**config.mk**
```make
export PLATFORM = sky130hd
export DESIGN_NAME = nmea_sentence_checker_unit
export DESIGN_NICKNAME = d
export VERILOG_FILES = /design/src/design/nsc_pkg.sv /design/src/design/nmea_sentence_checker_unit.sv
export SDC_FILE = /design/constraint.sdc
export NUM_CORES = 1
export LEC_CHECK = 0
export BUFFER_PORTS_ARGS = -buffer_cell sky130_fd_sc_hd__buf_4
export CAP_MARGIN = 5
export CORE_MARGIN = 10
export CORE_UTILIZATION = 43
export DETAILED_ROUTE_END_ITERATION = 6
export GPL_ROUTABILITY_DRIVEN = 0
export PLACE_DENSITY = 0.8
export SYNTH_ARGS = -nofsm -noshare
export SYNTH_HDL_FRONTEND = slang
export SYNTH_SLANG_ARGS = --single-unit
```
**constraint.sdc**
```tcl
create_clock -name clk -period 3.78 [get_ports clk]
set_input_delay 0.378 -clock clk [delete_from_list [all_inputs] [get_ports clk]]
set_output_delay 0.378 -clock clk [all_outputs]
set_load 0.01 [all_outputs]
```
**src/design/nsc_pkg.sv**
```systemverilog
// Package with the types, character constants and helpers of the NMEA sentence checker.
package nsc_pkg;

    localparam logic [7:0] CHAR_DOLLAR   = 8'h24;
    localparam logic [7:0] CHAR_STAR     = 8'h2A;
    localparam logic [7:0] CHAR_COMMA    = 8'h2C;
    localparam logic [7:0] CHAR_T        = 8'h54;
    localparam logic [7:0] CHAR_0        = 8'h30;
    localparam logic [7:0] CHAR_9        = 8'h39;
    localparam logic [7:0] CHAR_UPPER_A  = 8'h41;
    localparam logic [7:0] CHAR_UPPER_F  = 8'h46;
    localparam logic [7:0] CHAR_LOWER_A  = 8'h61;
    localparam logic [7:0] CHAR_LOWER_F  = 8'h66;
    localparam logic [23:0] TAG_PREFIX   = 24'h4B5358;
    localparam logic [7:0] FIELDS_RESET  = 8'd23;
    localparam logic [7:0] TALLY_MAX     = 8'hFF;

    localparam logic [0:0] REG_EXPECTED_FIELDS = 1'b0;

    typedef enum logic [2:0] {
        PH_SEEK    = 3'd0,
        PH_PAYLOAD = 3'd1,
        PH_HEX1    = 3'd2,
        PH_HEX2    = 3'd3,
        PH_GOOD    = 3'd4,
        PH_BAD     = 3'd5
    } phase_t;

    typedef enum logic [2:0] {
        ST_NO_HEADER     = 3'd0,
        ST_NO_TERMINATOR = 3'd1,
        ST_CHECKSUM_BAD  = 3'd2,
        ST_FIELDS_WRONG  = 3'd3,
        ST_TAG_MISSING   = 3'd4,
        ST_OK            = 3'd5
    } status_t;

    typedef struct packed {
        logic [7:0] data_byte;
        logic       last_byte;
    } nsc_in_t;

    typedef struct packed {
        logic [2:0] status;
        logic [7:0] computed_sum;
        logic [7:0] field_total;
    } nsc_out_t;

    typedef struct packed {
        logic       ok;
        logic [3:0] value;
    } hex_digit_t;

    function automatic hex_digit_t hex_decode(input logic [7:0] c);
        hex_digit_t d;
        d.ok    = 1'b1;
        d.value = 4'd0;
        if (c >= CHAR_0 && c <= CHAR_9)
        begin
            d.value = 4'(c - CHAR_0);
        end
        else if (c >= CHAR_UPPER_A && c <= CHAR_UPPER_F)
        begin
            d.value = 4'(c - CHAR_UPPER_A + 8'd10);
        end
        else if (c >= CHAR_LOWER_A && c <= CHAR_LOWER_F)
        begin
            d.value = 4'(c - CHAR_LOWER_A + 8'd10);
        end
        else
        begin
            d.ok = 1'b0;
        end
        return d;
    endfunction

endpackage

```
**src/design/nmea_sentence_checker_unit.sv**
```systemverilog
// Top level of the NMEA sentence checker: byte-wise checksum, field count and tag check.
//
// Channel  Direction  Handshake           Payload
// in       request    in_valid/in_ready   in_data   (data_byte, last_byte)
// out      result     out_valid/out_ready out_data  (status, computed_sum, field_total)
// cfg      APB write  psel/penable/pwrite paddr, pwdata, prdata
//
// A request is held in the input register, and the state update writes a last byte's result into the
// result register; one byte per cycle is sustained while the result register is not stalled.
// The rate is set by the state update between the input and result registers.
// Reset clears the sentence state, both valid flags and sets expected_fields to 23.
// A stalled result holds the state update; the input register then fills and in_ready drops.
module nmea_sentence_checker_unit (
    input  logic              clk,
    input  logic              rst_n,
    input  logic              in_valid,
    output logic              in_ready,
    input  nsc_pkg::nsc_in_t  in_data,
    output logic              out_valid,
    input  logic              out_ready,
    output nsc_pkg::nsc_out_t out_data,
    input  logic              psel,
    input  logic              penable,
    input  logic              pwrite,
    input  logic [2:0]        paddr,
    input  logic [31:0]       pwdata,
    output logic [31:0]       prdata,
    output logic              pready
);

    logic              in_valid_reg;
    nsc_pkg::nsc_in_t  in_reg;
    logic              out_valid_reg;
    nsc_pkg::nsc_out_t out_reg;
    logic [7:0]        expected_fields_reg;

    nsc_pkg::phase_t   phase_reg;
    nsc_pkg::phase_t   phase_next;
    logic [7:0]        xor_reg;
    logic [7:0]        xor_next;
    logic [7:0]        comma_reg;
    logic [7:0]        comma_next;
    logic [23:0]       tag_window_reg;
    logic [23:0]       tag_window_next;
    logic              tag_seen_reg;
    logic              tag_seen_next;
    logic              first_open_reg;
    logic              first_open_next;
    logic [3:0]        high_nibble_reg;
    logic [3:0]        high_nibble_next;

    logic              advance;
    logic              cfg_write;
    nsc_pkg::hex_digit_t hex;
    logic [7:0]        byte_c;
    logic [7:0]        total;
    nsc_pkg::status_t  status;
    nsc_pkg::nsc_out_t result;

    assign pready    = 1'b1;
    assign cfg_write = psel && penable && pwrite;
    assign prdata    = (paddr[2] == nsc_pkg::REG_EXPECTED_FIELDS) ?
                       {24'd0, expected_fields_reg} : 32'd0;

    assign advance   = in_valid_reg && (!out_valid_reg || out_ready);
    assign in_ready  = !in_valid_reg || advance;
    assign out_valid = out_valid_reg;
    assign out_data  = out_reg;

    assign byte_c = in_reg.data_byte;
    assign hex    = nsc_pkg::hex_decode(byte_c);

    always_comb
    begin
        phase_next       = phase_reg;
        xor_next         = xor_reg;
        comma_next       = comma_reg;
        tag_window_next  = tag_window_reg;
        tag_seen_next    = tag_seen_reg;
        first_open_next  = first_open_reg;
        high_nibble_next = high_nibble_reg;
        case (phase_reg)
            nsc_pkg::PH_SEEK:
            begin
                if (byte_c == nsc_pkg::CHAR_DOLLAR)
                begin
                    phase_next = nsc_pkg::PH_PAYLOAD;
                end
            end
            nsc_pkg::PH_PAYLOAD:
            begin
                if (byte_c == nsc_pkg::CHAR_STAR)
                begin
                    phase_next = nsc_pkg::PH_HEX1;
                end
                else
                begin
                    xor_next = xor_reg ^ byte_c;
                    if (byte_c == nsc_pkg::CHAR_COMMA)
                    begin
                        if (comma_reg != nsc_pkg::TALLY_MAX)
                        begin
                            comma_next = comma_reg + 8'd1;
                        end
                        first_open_next = 1'b0;
                    end
                    else if (first_open_reg)
                    begin
                        if (byte_c == nsc_pkg::CHAR_T && tag_window_reg == nsc_pkg::TAG_PREFIX)
                        begin
                            tag_seen_next = 1'b1;
                        end
                        tag_window_next = {tag_window_reg[15:0], byte_c};
                    end
                end
            end
            nsc_pkg::PH_HEX1:
            begin
                if (hex.ok)
                begin
                    high_nibble_next = hex.value;
                    phase_next       = nsc_pkg::PH_HEX2;
                end
                else
                begin
                    phase_next = nsc_pkg::PH_BAD;
                end
            end
            nsc_pkg::PH_HEX2:
            begin
                if (hex.ok)
                begin
                    phase_next = (xor_reg == {high_nibble_reg, hex.value}) ?
                                 nsc_pkg::PH_GOOD : nsc_pkg::PH_BAD;
                end
                else
                begin
                    phase_next = (xor_reg == {4'd0, high_nibble_reg}) ?
                                 nsc_pkg::PH_GOOD : nsc_pkg::PH_BAD;
                end
            end
            default:
            begin
            end
        endcase
    end

    always_comb
    begin
        total = (comma_next == nsc_pkg::TALLY_MAX) ? nsc_pkg::TALLY_MAX : comma_next + 8'd1;
        if (phase_next == nsc_pkg::PH_SEEK)
        begin
            status = nsc_pkg::ST_NO_HEADER;
        end
        else if (phase_next == nsc_pkg::PH_PAYLOAD)
        begin
            status = nsc_pkg::ST_NO_TERMINATOR;
        end
        else if (phase_next != nsc_pkg::PH_GOOD)
        begin
            status = nsc_pkg::ST_CHECKSUM_BAD;
        end
        else if (total != expected_fields_reg)
        begin
            status = nsc_pkg::ST_FIELDS_WRONG;
        end
        else if (!tag_seen_next)
        begin
            status = nsc_pkg::ST_TAG_MISSING;
        end
        else
        begin
            status = nsc_pkg::ST_OK;
        end
        result.status = status;
        if (status == nsc_pkg::ST_NO_HEADER)
        begin
            result.computed_sum = 8'd0;
            result.field_total  = 8'd0;
        end
        else
        begin
            result.computed_sum = xor_next;
            result.field_total  = total;
        end
    end

    always_ff @(posedge clk or negedge rst_n)
    begin
        if (!rst_n)
        begin
            expected_fields_reg <= nsc_pkg::FIELDS_RESET;
        end
        else if (cfg_write && paddr[2] == nsc_pkg::REG_EXPECTED_FIELDS)
        begin
            expected_fields_reg <= pwdata[7:0];
        end
    end

    always_ff @(posedge clk or negedge rst_n)
    begin
        if (!rst_n)
        begin
            in_valid_reg <= 1'b0;
        end
        else if (in_ready)
        begin
            in_valid_reg <= in_valid;
        end
    end

    always_ff @(posedge clk)
    begin
        if (in_ready && in_valid)
        begin
            in_reg <= in_data;
        end
    end

    always_ff @(posedge clk or negedge rst_n)
    begin
        if (!rst_n)
        begin
            out_valid_reg <= 1'b0;
        end
        else if (advance)
        begin
            out_valid_reg <= in_reg.last_byte;
        end
        else if (out_ready)
        begin
            out_valid_reg <= 1'b0;
        end
    end

    always_ff @(posedge clk)
    begin
        if (advance && in_reg.last_byte)
        begin
            out_reg <= result;
        end
    end

    always_ff @(posedge clk or negedge rst_n)
    begin
        if (!rst_n)
        begin
            phase_reg       <= nsc_pkg::PH_SEEK;
            xor_reg         <= 8'd0;
            comma_reg       <= 8'd0;
            tag_window_reg  <= 24'd0;
            tag_seen_reg    <= 1'b0;
            first_open_reg  <= 1'b1;
            high_nibble_reg <= 4'd0;
        end
        else if (advance)
        begin
            if (in_reg.last_byte)
            begin
                phase_reg       <= nsc_pkg::PH_SEEK;
                xor_reg         <= 8'd0;
                comma_reg       <= 8'd0;
                tag_window_reg  <= 24'd0;
                tag_seen_reg    <= 1'b0;
                first_open_reg  <= 1'b1;
                high_nibble_reg <= 4'd0;
            end
            else
            begin
                phase_reg       <= phase_next;
                xor_reg         <= xor_next;
                comma_reg       <= comma_next;
                tag_window_reg  <= tag_window_next;
                tag_seen_reg    <= tag_seen_next;
                first_open_reg  <= first_open_next;
                high_nibble_reg <= high_nibble_next;
            end
        end
    end

    // A stalled input side only happens behind a full, stalled result register.
    a_ready_low_only_when_blocked: assert property (@(posedge clk) disable iff (!rst_n)
        !in_ready |-> (in_valid_reg && out_valid_reg && !out_ready))
        else $error("in_ready low without a blocked result");

    // A last byte rearms the sentence state.
    a_rearm_after_last: assert property (@(posedge clk) disable iff (!rst_n)
        (advance && in_reg.last_byte) |=>
        (phase_reg == nsc_pkg::PH_SEEK && xor_reg == 8'd0 && comma_reg == 8'd0
         && !tag_seen_reg && first_open_reg))
        else $error("state not rearmed after last byte");

    // A sentence without header reports zero sum and zero field total.
    a_no_header_zero: assert property (@(posedge clk) disable iff (!rst_n)
        (out_valid && out_data.status == nsc_pkg::ST_NO_HEADER) |->
        (out_data.computed_sum == 8'd0 && out_data.field_total == 8'd0))
        else $error("no-header result carries nonzero fields");

    // Once a header is seen the field total is at least one.
    a_total_nonzero: assert property (@(posedge clk) disable iff (!rst_n)
        (out_valid && out_data.status != nsc_pkg::ST_NO_HEADER) |->
        (out_data.field_total != 8'd0))
        else $error("field total zero after header");

    // The tag can only be found while the first field is still open.
    a_tag_in_first_field: assert property (@(posedge clk) disable iff (!rst_n)
        (advance && !in_reg.last_byte && !tag_seen_reg && !first_open_reg) |=> !tag_seen_reg)
        else $error("tag detected outside the first field");

endmodule
```
# After elaboration in Yosys (flattened, before gate mapping)
# Index checks and enable logic that the tools add are counted.
# classes
addsub	7
order_cmp	6
n_eq_ne	17
mux	49
n_bitwise	2
reduce_logical	26
# ops
op	n
$mux W24	5
$mux W8	10
$eq A24 B23 Y1 const B	1
$eq A8 B6 Y1 const B	3
$mux W3	8
$mux W4	6
$mux W1	19
$add A8 B1 Y8 const B	2
$ge A8 B7 Y1 const B	2
$le A8 B7 Y1 const B	2
$pmux W3 S4	1
$reduce_bool A2 Y1	6
$sub A4 B1 Y4 const B	3
$logic_and A1 B1 Y1	10
$logic_not A3 Y1	3
$add A4 B4 Y4 const B	2
$eq A8 B4 Y1	1
$eq A8 B7 Y1 const B	1
$eq A8 B8 Y1	1
$eq A8 B8 Y1 const B	1
$ge A8 B6 Y1 const B	1
$le A8 B6 Y1 const B	1
$ne A8 B8 Y1	1
$ne A8 B8 Y1 const B	1
other kinds (11)	16
# totals
reg_bits	87
in_bits	51
out_inout_bits	54
wordCells	122

# Logic depth before layout (Yosys ltp)
# Gate-level depths: netlist of the first run.
# logic_depth
ltp_word	14
depth_mapped	17
mapped_depth_nobuf	15

# Worst setup path before layout of the first run
# No wires, ideal clock.
# synth_timing
kind	flip-flop to flip-flop
start	register in_reg, in the netlist byte_c[6]
end	register out_reg, in the netlist out_data[17] (data pin)
setup_time_ns	0.259
arrival_ns	3.441
required_ns	3.521
path_slack_ns	0.080
path_stages_with_launch	16
n_path_buf	3
period_less_slack_ns	3.700
path_cell_list	edfxtp_1 > or4b_1 > buf_2 > or4_4 > buf_6 > nor2_4 > nand2_1 > nand2_1 > ha_1 > inv_1 > a211oi_2 > nand3_2 > buf_6 > o211ai_1 > nand4_1 > o31a_1
# synth_lines
element	line	rtl
start: declaration	nmea_sentence_checker_unit.sv:32	nsc_pkg::nsc_in_t in_reg;
start signal: assignment	nmea_sentence_checker_unit.sv:216	in_reg <= in_data;
end signal: assignment	nmea_sentence_checker_unit.sv:240	out_reg <= result;
end: declaration	nmea_sentence_checker_unit.sv:34	nsc_pkg::nsc_out_t out_reg;

==> results of run 1 <==
## cell usage in the layout, fill, tap and decap left out, types with 6 or more instances in the layout
cell type,n
clkbuf_16,12
ha_1,6
nor2_1,24
o31ai_1,13
buf_4,87
dfrtp_1,53
nor3_1,14
nand4_1,6
a22o_1,26
inv_1,15
mux2_2,8
xor2_1,13
nand2_1,39
o21ai_0,25
a21oi_1,28
xnor2_1,20
edfxtp_1,28
nand3_1,8
nor2b_1,14
conb_1,25
## cells by family after synthesis
group	Yosys count	share of synthesized area, %
compound gates	131	18.7
xor+xnor	34	5.91
fa+ha+maj	7	1.74
buf+inv	66	7.11
flops	87	46.1
mux	11	2.39
other cells	2	0.149
simple gates	158	17.8
## layer usage
| metal | GRT usage (%) | wire length (um) | vias to the layer above | share of wire (%) |
|---|---|---|---|---|
| met5 | 0 | 0 | - | 0 |
| met4 | 6.09 | 286 | 0 | 2.4 |
| met3 | 3.06 | 699 | 28 | 5.8 |
| met2 | 25.0 | 6250 | 156 | 52 |
| met1 | 17.5 | 4890 | 1998 | 40 |
| li1 | - | - | 1903 | - |
## area by class of cell
cell class | instances | area, um^2 | share of cell area [%]
clock buffer | 12 | 300 | 5.00
clock inverter | 4 | 28.8 | 0.479
inverter | 15 | 56.3 | 0.937
multi-input combinational | 366 | 2470 | 41.1
sequential | 87 | 2320 | 38.7
tap | 143 | 179 | 2.98
timing repair buffer | 87 | 653 | 10.9
## power by group
part / internal (uW) / switching, uW
Sequential: 1020 / 37.2
Clock: 568 / 369
Combinational: 117 / 148
Total: 1710 / 554
## path summary, 6_finish.rpt
| check | from | end | slack (ns) | cells after the start |
|---|---|---|---|---|
| worst max-delay path | byte_c[6]$_DFFE_PP_ | out_data[17]$_DFFE_PP_ | 0.13 | 14 |
| worst min-delay path | rst_n | out_valid$_DFFE_PN0P_ | 0.1 | 1 |
| worst max register to register | byte_c[6]$_DFFE_PP_ | out_data[17]$_DFFE_PP_ | 0.13 | 14 |
| worst min register to register | first_open_reg$_DFFE_PN1P_ | first_open_reg$_DFFE_PN1P_ | 0.48 | 2 |
| max in group asynchronous | rst_n | phase_reg[0]$_DFFE_PN0P_ | 3.10 | 1 |
| min in group clk | in_data[0] | in_reg[0]$_DFFE_PP_ | 0.21 | 1 |
## metrics by stage
step | util [%] | power [uW] | TNS, ns | hold slack, ns | instance area [um^2]
after global routing | 52.6 | 2340 | -0.0293 | 0.189 | 6010
after CTS | 52.2 | 2270 | 0 | 0.149 | 5960
after floorplan | - | 1240 | 0 | 0.0824 | 5120
final | 52.6 | 2260 | 0 | 0.0993 | 6010
after detailed placement | 49.3 | 1340 | 0 | 0.470 | 5630
after global placement | 49.3 | 1330 | 0 | 0.470 | 5630
## synth_stat cells (all sizes together), types with 4 or more instances
master / instances
and2: 4
nor3b: 4
ha: 7
o31ai: 14
nor4: 5
xor2: 13
a21oi: 29
inv: 15
nor2b: 14
edfxtp: 28
clkbuf: 23
a22o: 26
or3: 4
nor3: 14
dfrtp: 54
nand4: 6
nor2: 25
nand2: 41
xnor2: 21
mux2: 8
nand2b: 5
o21ai: 27
and3: 5
nand3: 9
buf: 28
dfstp: 5
## critical path, delay by kind of cell, from the launching register on
| kind | cells | cell delay [ns] |
|---|---|---|
| XOR/XNOR | 1 | 0.18 |
| flip-flops | 1 | 0.40 |
| AND/OR/NAND/NOR | 7 | 1.74 |
| buffers and inverters | 2 | 0.24 |
| adder cells (fa/ha/maj) | 1 | 0.19 |
| AO/OA/AOI/OAI | 3 | 0.66 |
## what timing repair did
action | in CTS | in global routing
resized for setup | 0 | 5
endpoints found under the setup margin | 0 | 3
hold buffers | 0 | 0
buffers inserted | 0 | 4
==> run_results.csv, run 1 <==
group,metric,value,unit
run_status,status,"completed",
synth,synth_top_area_share,26.8,%
synth,syn_avg_cell_area,10.2,um^2
synth,synthTopCellsByArea,"dfrtp_1, edfxtp_1, a22o_1",
floorplan,coreArea,11400,um^2
worst_setup_path,critPathKind,"register to register",
synth,synth_edf_count,28,
cts,clk_path_buf_depth,2,
place,hpwl,8.95,mm
cts,cts_root_buf,"clkbuf_16",
route,routedWlPerCell,17.0,um
layout,final_cells,714,
synth,syn_inst,496,
flow_run,maxCapViolCount,0,
route,drc,0,
min_path,min_path_type,"input port to asynchronous set/reset pin",
layout,layout-drive-gt1-share,24.7,%
worst_setup_path,cp.arrival,3.73,ns
power,leakage,0.00252,uW
power,ir_drop,0.215,mV
grt,grt_overflow,0,
route,vias,4085,
floorplan,initial_core_util,44.1,%
layout,largest_reg_flops,24,
layout,fill_cells,1012,
sta,min_period_over_period,96.5,%
grt,grt_max_degree,60,
sta,max_freq,274,MHz
worst_setup_path,cp_max_fo,3,
layout,diodes,0,
floorplan,io_pins,105,
route,wirelength,12.1,mm
place,post-place-ws,0.0753,ns
place,dp_cells,694,
worst_setup_path,cp_common_cell,"nand2_1",
grt,antenna_found_initial,0,
sta,skew,0.00799,ns
route,ant_nets,0,
route,drt_pass1_iterations,5,
grt,grt_first_pass_wirelength,20.0,mm
worst_setup_path,start_kind,"register",
sta,hold_viol,0,
worst_setup_path,worstPathCellList,"or4b_4, or4_4, nor2_4, nand2_1, nand2_1, ha_2, inv_1, a211oi_4, buf_4, nor2b_1, a21oi_1, xnor2_1, nand4_1, o31a_1",
sta,layout_setup_ws,0.134,ns
grt,grtUsageTotal,14.7,%
synth,synthDistinctLibCells,75,
power,p_per_area,376,nW/um^2
synth,ys_seq_area_share,46.1,%
layout,syn_to_final_growth,19.4,%
floorplan,rows,39,
worst_setup_path,critPathMaxStageDelay,0.59,ns
sta,slew_violations,0,
synth,yosysTopAreaCell,"dfrtp_1",
sta,timing.final.crit_period,3.65,ns
sta,max-slew-margin-rel,46.1,%
worst_setup_path,worstPathRequired,3.87,ns
synth,syn_area,5030,um^2
cts,cts_num_sinks,87,
place,io_buffer_count,53,
synth,synth-main-ff-cell,"dfrtp_1",
synth,synth.yosys.warnings,0,
cts,numCtsBuffers,9,
grt,grt_pass1_vias,4078,
synth,synthArstFlopShare,67.8,%
layout,nets,624,
route,avgViaCountPerCell,5.72,
floorplan,die_width,128,um
sta,tightest_slew,0.807,ns
floorplan,die_h,128,um
cts,path_clk_slew,0.06,ns
worst_setup_path,cp-end-kind,"register",
cts,cts_tree,"built",
synth,ys_ff_latch,87,
floorplan,dieArea,16400,um^2
worst_setup_path,crit_slowest_cell,"or4_4",
cts,cts_max_level,3,
cts,insertion_delay,0.34,ns
route,drt_iter0_drc,262,
sta,setup_viol,0,
(Power assumes the default switching activity.)
==> inputs of run 2 (changes only) <==
--- a/config.mk
+++ b/config.mk
@@ -5,6 +5,7 @@
 export SDC_FILE = /design/constraint.sdc
 export NUM_CORES = 1
 export LEC_CHECK = 0
+export ABC_AREA = 1
 export BUFFER_PORTS_ARGS = -buffer_cell sky130_fd_sc_hd__buf_4
 export CAP_MARGIN = 5
 export CORE_MARGIN = 10
==> run 2 against run 1 <==
Net effect: clock-buffer cell count down 3; die area down 4.0%; total power down 11%; synthesized cell count up 14%; routed wire length down 5.2%; core utilization down 2.5 points; setup slack better by 0.25 ns; non-clock buffer count down 29; register-to-register slack better by 0.25 ns; first-iteration DRC count up 40%; global-route usage down 0.17 points; critical path type unchanged.
==> run_results.csv, run 2 <==
group,metric,value,unit
run_status,status,"completed",
route,wirelength,11.5,mm
layout,final_common_cell,"nand2_1",
sta,layout_setup_ws,0.385,ns
sta,min_period_over_period,89.8,%
power,leakage,0.00250,uW
synth,ys_ff_latch,87,
floorplan,dieArea,15800,um^2
floorplan,die_width,126,um
layout,largest_reg_flops,24,
layout,design_area,5460,um^2
cts,cts_num_sinks,87,
route,drt_pass1_iterations,5,
place,io_buffer_count,53,
synth,yosysTopAreaCell,"dfrtp_1",
worst_setup_path,cp-end-kind,"register",
synth,synth.yosys.warnings,0,
sta,hold_viol,0,
cts,clk_path_buf_depth,2,
layout,layout-drive-gt1-share,18.2,%
synth,syn_area,4800,um^2
cts,hold_buffers,0,
layout,final_cells,766,
route,vias,3990,
flow_run,maxCapViolCount,0,
cts,numCtsBuffers,9,
worst_setup_path,rrSetupSlack,0.39,ns
grt,grt_max_degree,60,
place,hpwl,8.77,mm
cts,cts_resized,0,
synth,syn_avg_cell_area,8.46,um^2
synth,synth_edf_count,28,
synth,synthTopCellsByArea,"dfrtp_1, edfxtp_1, nand2_1",
synth,syn_inst,567,
worst_setup_path,r2r_cells,20,
synth,synthDistinctLibCells,45,
grt,grt_overflow,0,
floorplan,initial_core_util,44.1,%
worst_setup_path,start_kind,"register",
synth,synthArstFlopShare,67.8,%
worst_setup_path,cp_max_fo,17,
synth,synth-main-ff-cell,"dfrtp_1",
cts,cts_max_level,3,
route,drt_iter0_drc,368,
layout,diodes,0,
synth,yosysMostFrequentCell,"nand2_1",
min_path,min_path_type,"input port to asynchronous set/reset pin",
sta,fin_tns_setup,0,ns
worst_setup_path,regToRegEndpoint,"out_data[17]$_DFFE_PP_",
sta,max-slew-margin-rel,47.8,%
sta,tightest_slew,0.783,ns
synth,synthTopCellsByCount,"nand2_1, inv_1, dfrtp_1",
layout,syn_to_final_growth,13.7,%
worst_setup_path,worstReg2RegStart,"byte_c[1]$_DFFE_PP_",
worst_setup_path,cp.arrival,3.52,ns
sta,setup_viol,0,
route,ant_nets,0,
layout,fill_cells,987,
layout,nets,679,
sta,skew,0.0117,ns
place,place_area,5210,um^2
cts,cts_tree,"built",
power,finalPower,2000,uW
cts,insertion_delay,0.37,ns
cts,post-cts-setup-buffer-count,0,
layout,final_cell_mix,"nand2_1, inv_1, buf_4",
synth,synth_top_area_share,28.2,%
floorplan,io_pins,105,
route,avgViaCountPerCell,5.21,
grt,antenna_found_initial,0,
grt,grtUsageTotal,14.5,%
place,dp_cells,747,
sta,slew_violations,0,
route,drc,0,
place,post-place-ws,0.388,ns
sta,rsz0062_at_grt,"false",
grt,grt_pass1_vias,4018,
synth,ys_seq_area_share,48.4,%
power,ir_drop,0.237,mV
sta,timing.final.crit_period,3.39,ns
floorplan,die_h,126,um
sta,max_freq,295,MHz
worst_setup_path,worstPathRequired,3.90,ns
grt,grt_first_pass_wirelength,19.3,mm
floorplan,rows,38,
floorplan,coreArea,10900,um^2
worst_setup_path,critPathKind,"register to register",
cts,path_clk_slew,0.09,ns
route,routedWlPerCell,15.0,um
power,p_per_area,367,nW/um^2
cts,cts_root_buf,"clkbuf_8",
## run 2: cell count changes after synthesis, sizes merged, moves of 15 or more
cell	delta
clkbuf	-15
xnor2	-20
inv	+66
nand3	+41
nor2	+36
a22o	-25
a21oi	-15
o22ai	+34
nand2	+73
## run 2: final cells by class
| cell class | count | area (um^2) | share of cell area [%] |
|---|---|---|---|
| multi-input combinational | 382 | 1990 | 36.5 |
| clock inverter | 7 | 95.1 | 1.74 |
| clock buffer | 9 | 124 | 2.27 |
| inverter | 83 | 312 | 5.71 |
| sequential | 87 | 2320 | 42.6 |
| timing repair buffer | 58 | 435 | 7.98 |
| tap | 140 | 175 | 3.21 |
## run 2: worst max path at each step
stage                              startpoint                endpoint  slack (ns)  cells after the start
after floorplan           byte_c[0]$_DFFE_PP_  out_data[17]$_DFFE_PP_        0.95                     20
after global placement    byte_c[0]$_DFFE_PP_  out_data[17]$_DFFE_PP_        0.55                     20
after detailed placement  byte_c[0]$_DFFE_PP_  out_data[17]$_DFFE_PP_        0.39                     20
after CTS                 byte_c[0]$_DFFE_PP_  out_data[17]$_DFFE_PP_        0.33                     20
after global routing      byte_c[1]$_DFFE_PP_  out_data[17]$_DFFE_PP_        0.09                     20
final                     byte_c[1]$_DFFE_PP_  out_data[17]$_DFFE_PP_        0.39                     20
## run 2: per-stage QoR
stage	utilization, %	hold slack (ns)
after floorplan	-	0.0824
after detailed placement	47.9	0.492
after global placement	47.9	0.472
after global routing	50.1	0.137
after CTS	49.9	0.104
final	50.1	0.0891
## run 2: critical path, cell delays in order (launching register included)
cell      delay [ns]
edfxtp_1        0.41
inv_1           0.17
ha_1            0.19
nand3_1         0.10
clkinv_1        0.10
nand2_4         0.08
nor2_8          0.21
nand3_1         0.12
nand2_1         0.16
ha_1            0.22
nand3_1         0.19
nor2_4          0.18
nand3_4         0.19
nand3_1         0.20
inv_2           0.05
nand2_1         0.06
nand3_1         0.08
nor2_1          0.16
nand3_1         0.12
nand2_1         0.09
inv_1           0.05
## run 2: cells by family after synthesis
family / share of synthesized area, %
flip-flops: 48.4
XOR/XNOR: 2.37
AND/OR/NAND/NOR: 24.8
other: 0.157
adder cells (fa/ha/maj): 1.83
AO/OA/AOI/OAI: 10.5
buffers and inverters: 11.9
## run 2: per-layer routing
layer  wire, um  GRT usage, %  vias up  share of wire (%)
li1           -             -     1942                  -
met1       4840          17.1     1882                 42
met2       5800          25.3      145                 50
met3        625          3.15       21                5.4
met4        228          5.62        0                2.0
met5          0             0        -                  0
## run 2: where the power goes
group	switching (uW)	internal, uW	total, uW
sequential	24.5	1020	1040
clock	343	374	718
combinational	156	86.0	242
total	524	1480	2000
==> inputs of run 3 (changes only) <==
--- a/config.mk
+++ b/config.mk
@@ -12,7 +12,7 @@
 export CORE_UTILIZATION = 43
 export DETAILED_ROUTE_END_ITERATION = 6
 export GPL_ROUTABILITY_DRIVEN = 0
-export PLACE_DENSITY = 0.8
+export PLACE_DENSITY = 0.66
 export SYNTH_ARGS = -nofsm -noshare
 export SYNTH_HDL_FRONTEND = slang
 export SYNTH_SLANG_ARGS = --single-unit
==> run 3 against run 2 <==
Net effect: register-to-register slack better by 0.04 ns; sequential power about the same; maximum frequency up 1.3%; routed wire length up 0.60%; total power down 2.1%; largest cell class unchanged; largest power group unchanged.
==> run_results.csv, run 3 (synthesis gave the netlist of run 2 again) <==
group,metric,value,unit
run_status,status,"completed",
cts,cts_root_buf,"clkbuf_8",
layout,fill_cells,1037,
cts,clk_path_buf_depth,2,
sta,fin_tns_setup,0,ns
sta,tightest_slew,0.770,ns
floorplan,initial_core_util,44.1,%
grt,antenna_found_initial,0,
grt,grt_first_pass_wirelength,19.3,mm
sta,max_freq,298,MHz
worst_setup_path,cp-end-kind,"register",
sta,setup_viol,0,
sta,layout_setup_ws,0.430,ns
grt,grt_overflow,0,
worst_setup_path,critPathKind,"register to register",
route,m1WireLength,4.83,mm
route,routed.top_layer,"met4",
cts,hold_buffers,0,
route,drt_iter0_drc,253,
cts,cts_resized,0,
route,wirelength,11.6,mm
layout,final_cell_mix,"nand2_1, inv_1, buf_4",
route,wl_met2,6.03,mm
route,ant_nets,0,
layout,syn_to_final_growth,13.2,%
place,io_buffer_count,53,
route,wl_met3,503,um
grt,grtUsageTotal,14.5,%
min_path,min_path_type,"input port to asynchronous set/reset pin",
floorplan,dieArea,15800,um^2
cts,numCtsBuffers,9,
layout,layout-drive-gt1-share,18.1,%
power,ir_drop,0.208,mV
power,finalPower,1960,uW
cts,cts_num_sinks,87,
cts,post-cts-setup-buffer-count,0,
layout,nets,677,
layout,final_common_cell,"nand2_1",
sta,min_period_over_period,88.6,%
route,routedWlPerCell,15.1,um
floorplan,coreArea,10900,um^2
power,p_per_area,361,nW/um^2
sta,slew_violations,0,
cts,cts_max_level,3,
place,post-place-ws,0.440,ns
sta,skew,0.0110,ns
worst_setup_path,cp_max_fo,17,
floorplan,io_pins,105,
worst_setup_path,cp.arrival,3.48,ns
place,place_area,5220,um^2
layout,seqCellArea,2320,um^2
cts,cts_tree,"built",
sta,max-slew-margin-rel,48.7,%
place,hpwl,8.60,mm
sta,rsz0062_at_grt,"false",
power,leakage,0.00249,uW
route,avgViaCountPerCell,5.15,
route,drt_pass1_iterations,4,
layout,multi_input_area,1990,um^2
grt,grt_max_degree,60,
sta,timing.final.crit_period,3.35,ns
sta,hold_viol,0,
layout,diodes,0,
layout,largest_reg_flops,24,
grt,grt_pass1_vias,3998,
layout,design_area,5430,um^2
worst_setup_path,worstPathRequired,3.91,ns
route,vias,3934,
cts,path_clk_slew,0.09,ns
flow_run,maxCapViolCount,0,
floorplan,rows,38,
floorplan,die_width,126,um
sta,whs,0.0608,ns
worst_setup_path,start_kind,"register",
floorplan,die_h,126,um
route,drc,0,
cts,insertion_delay,0.37,ns
## run 3: worst max-delay path: stages (launching register included)
cell and delay (ns):
edfxtp_1 0.48, inv_1 0.19, ha_1 0.19, nand3_1 0.12
clkinv_1 0.10, nand2_4 0.08, nor2_8 0.21, nand3_1 0.13
nand2_2 0.13, ha_1 0.20, nand3_1 0.17, nor2_4 0.17
nand3_4 0.19, nand3_1 0.19, inv_2 0.05, nand2_1 0.05
nand3_1 0.06, nor2_1 0.15, nand3_1 0.12, nand2_1 0.08
inv_1 0.04
## run 3: through the flow
step | instances | util, %
3_5_place_dp | 748 | 48.0
6_report | 764 | 49.9
4_1_cts | 764 | 49.9
3_3_place_gp | 748 | 48.0
2_1_floorplan | 590 | -
5_1_grt | 764 | 49.9
## run 3: worst paths after layout
kind                                            start                                 end  slack, ns  cells past startpoint
max                               byte_c[1]$_DFFE_PP_              out_data[17]$_DFFE_PP_       0.43                     20
max in group asynchronous                       rst_n  expected_fields_reg[3]$_DFFE_PN0P_       3.18                      1
min                                             rst_n      tag_window_reg[22]$_DFFE_PN0P_       0.06                      1
min in group clk                           in_data[0]                 in_reg[0]$_DFFE_PP_       0.19                      1
min reg2reg                first_open_reg$_DFFE_PN1P_          first_open_reg$_DFFE_PN1P_       0.49                      2
max reg2reg                       byte_c[1]$_DFFE_PP_              out_data[17]$_DFFE_PP_       0.43                     20
## run 3: cell type report
class / instances / share of cell area, %
clock inverters: 3 / 0.369
flip-flops and latches: 87 / 42.8
repair buffers: 56 / 7.74
clock buffers: 13 / 3.50
multi-input cells: 382 / 36.7
inverters: 83 / 5.74
well taps: 140 / 3.23
## run 3: where the power goes
group / internal, uW / switching (uW) / total (uW)
Sequential: 1020 / 25.9 / 1040
Combinational: 83.7 / 155 / 239
Clock: 335 / 342 / 677
## run 3: metal layers
| metal | track usage [%] | up-vias |
|---|---|---|
| met2 | 26.2 | 99 |
| li1 | - | 1943 |
| met1 | 16.3 | 1872 |
| met5 | 0 | - |
| met4 | 5.42 | 0 |
| met3 | 3.15 | 20 |
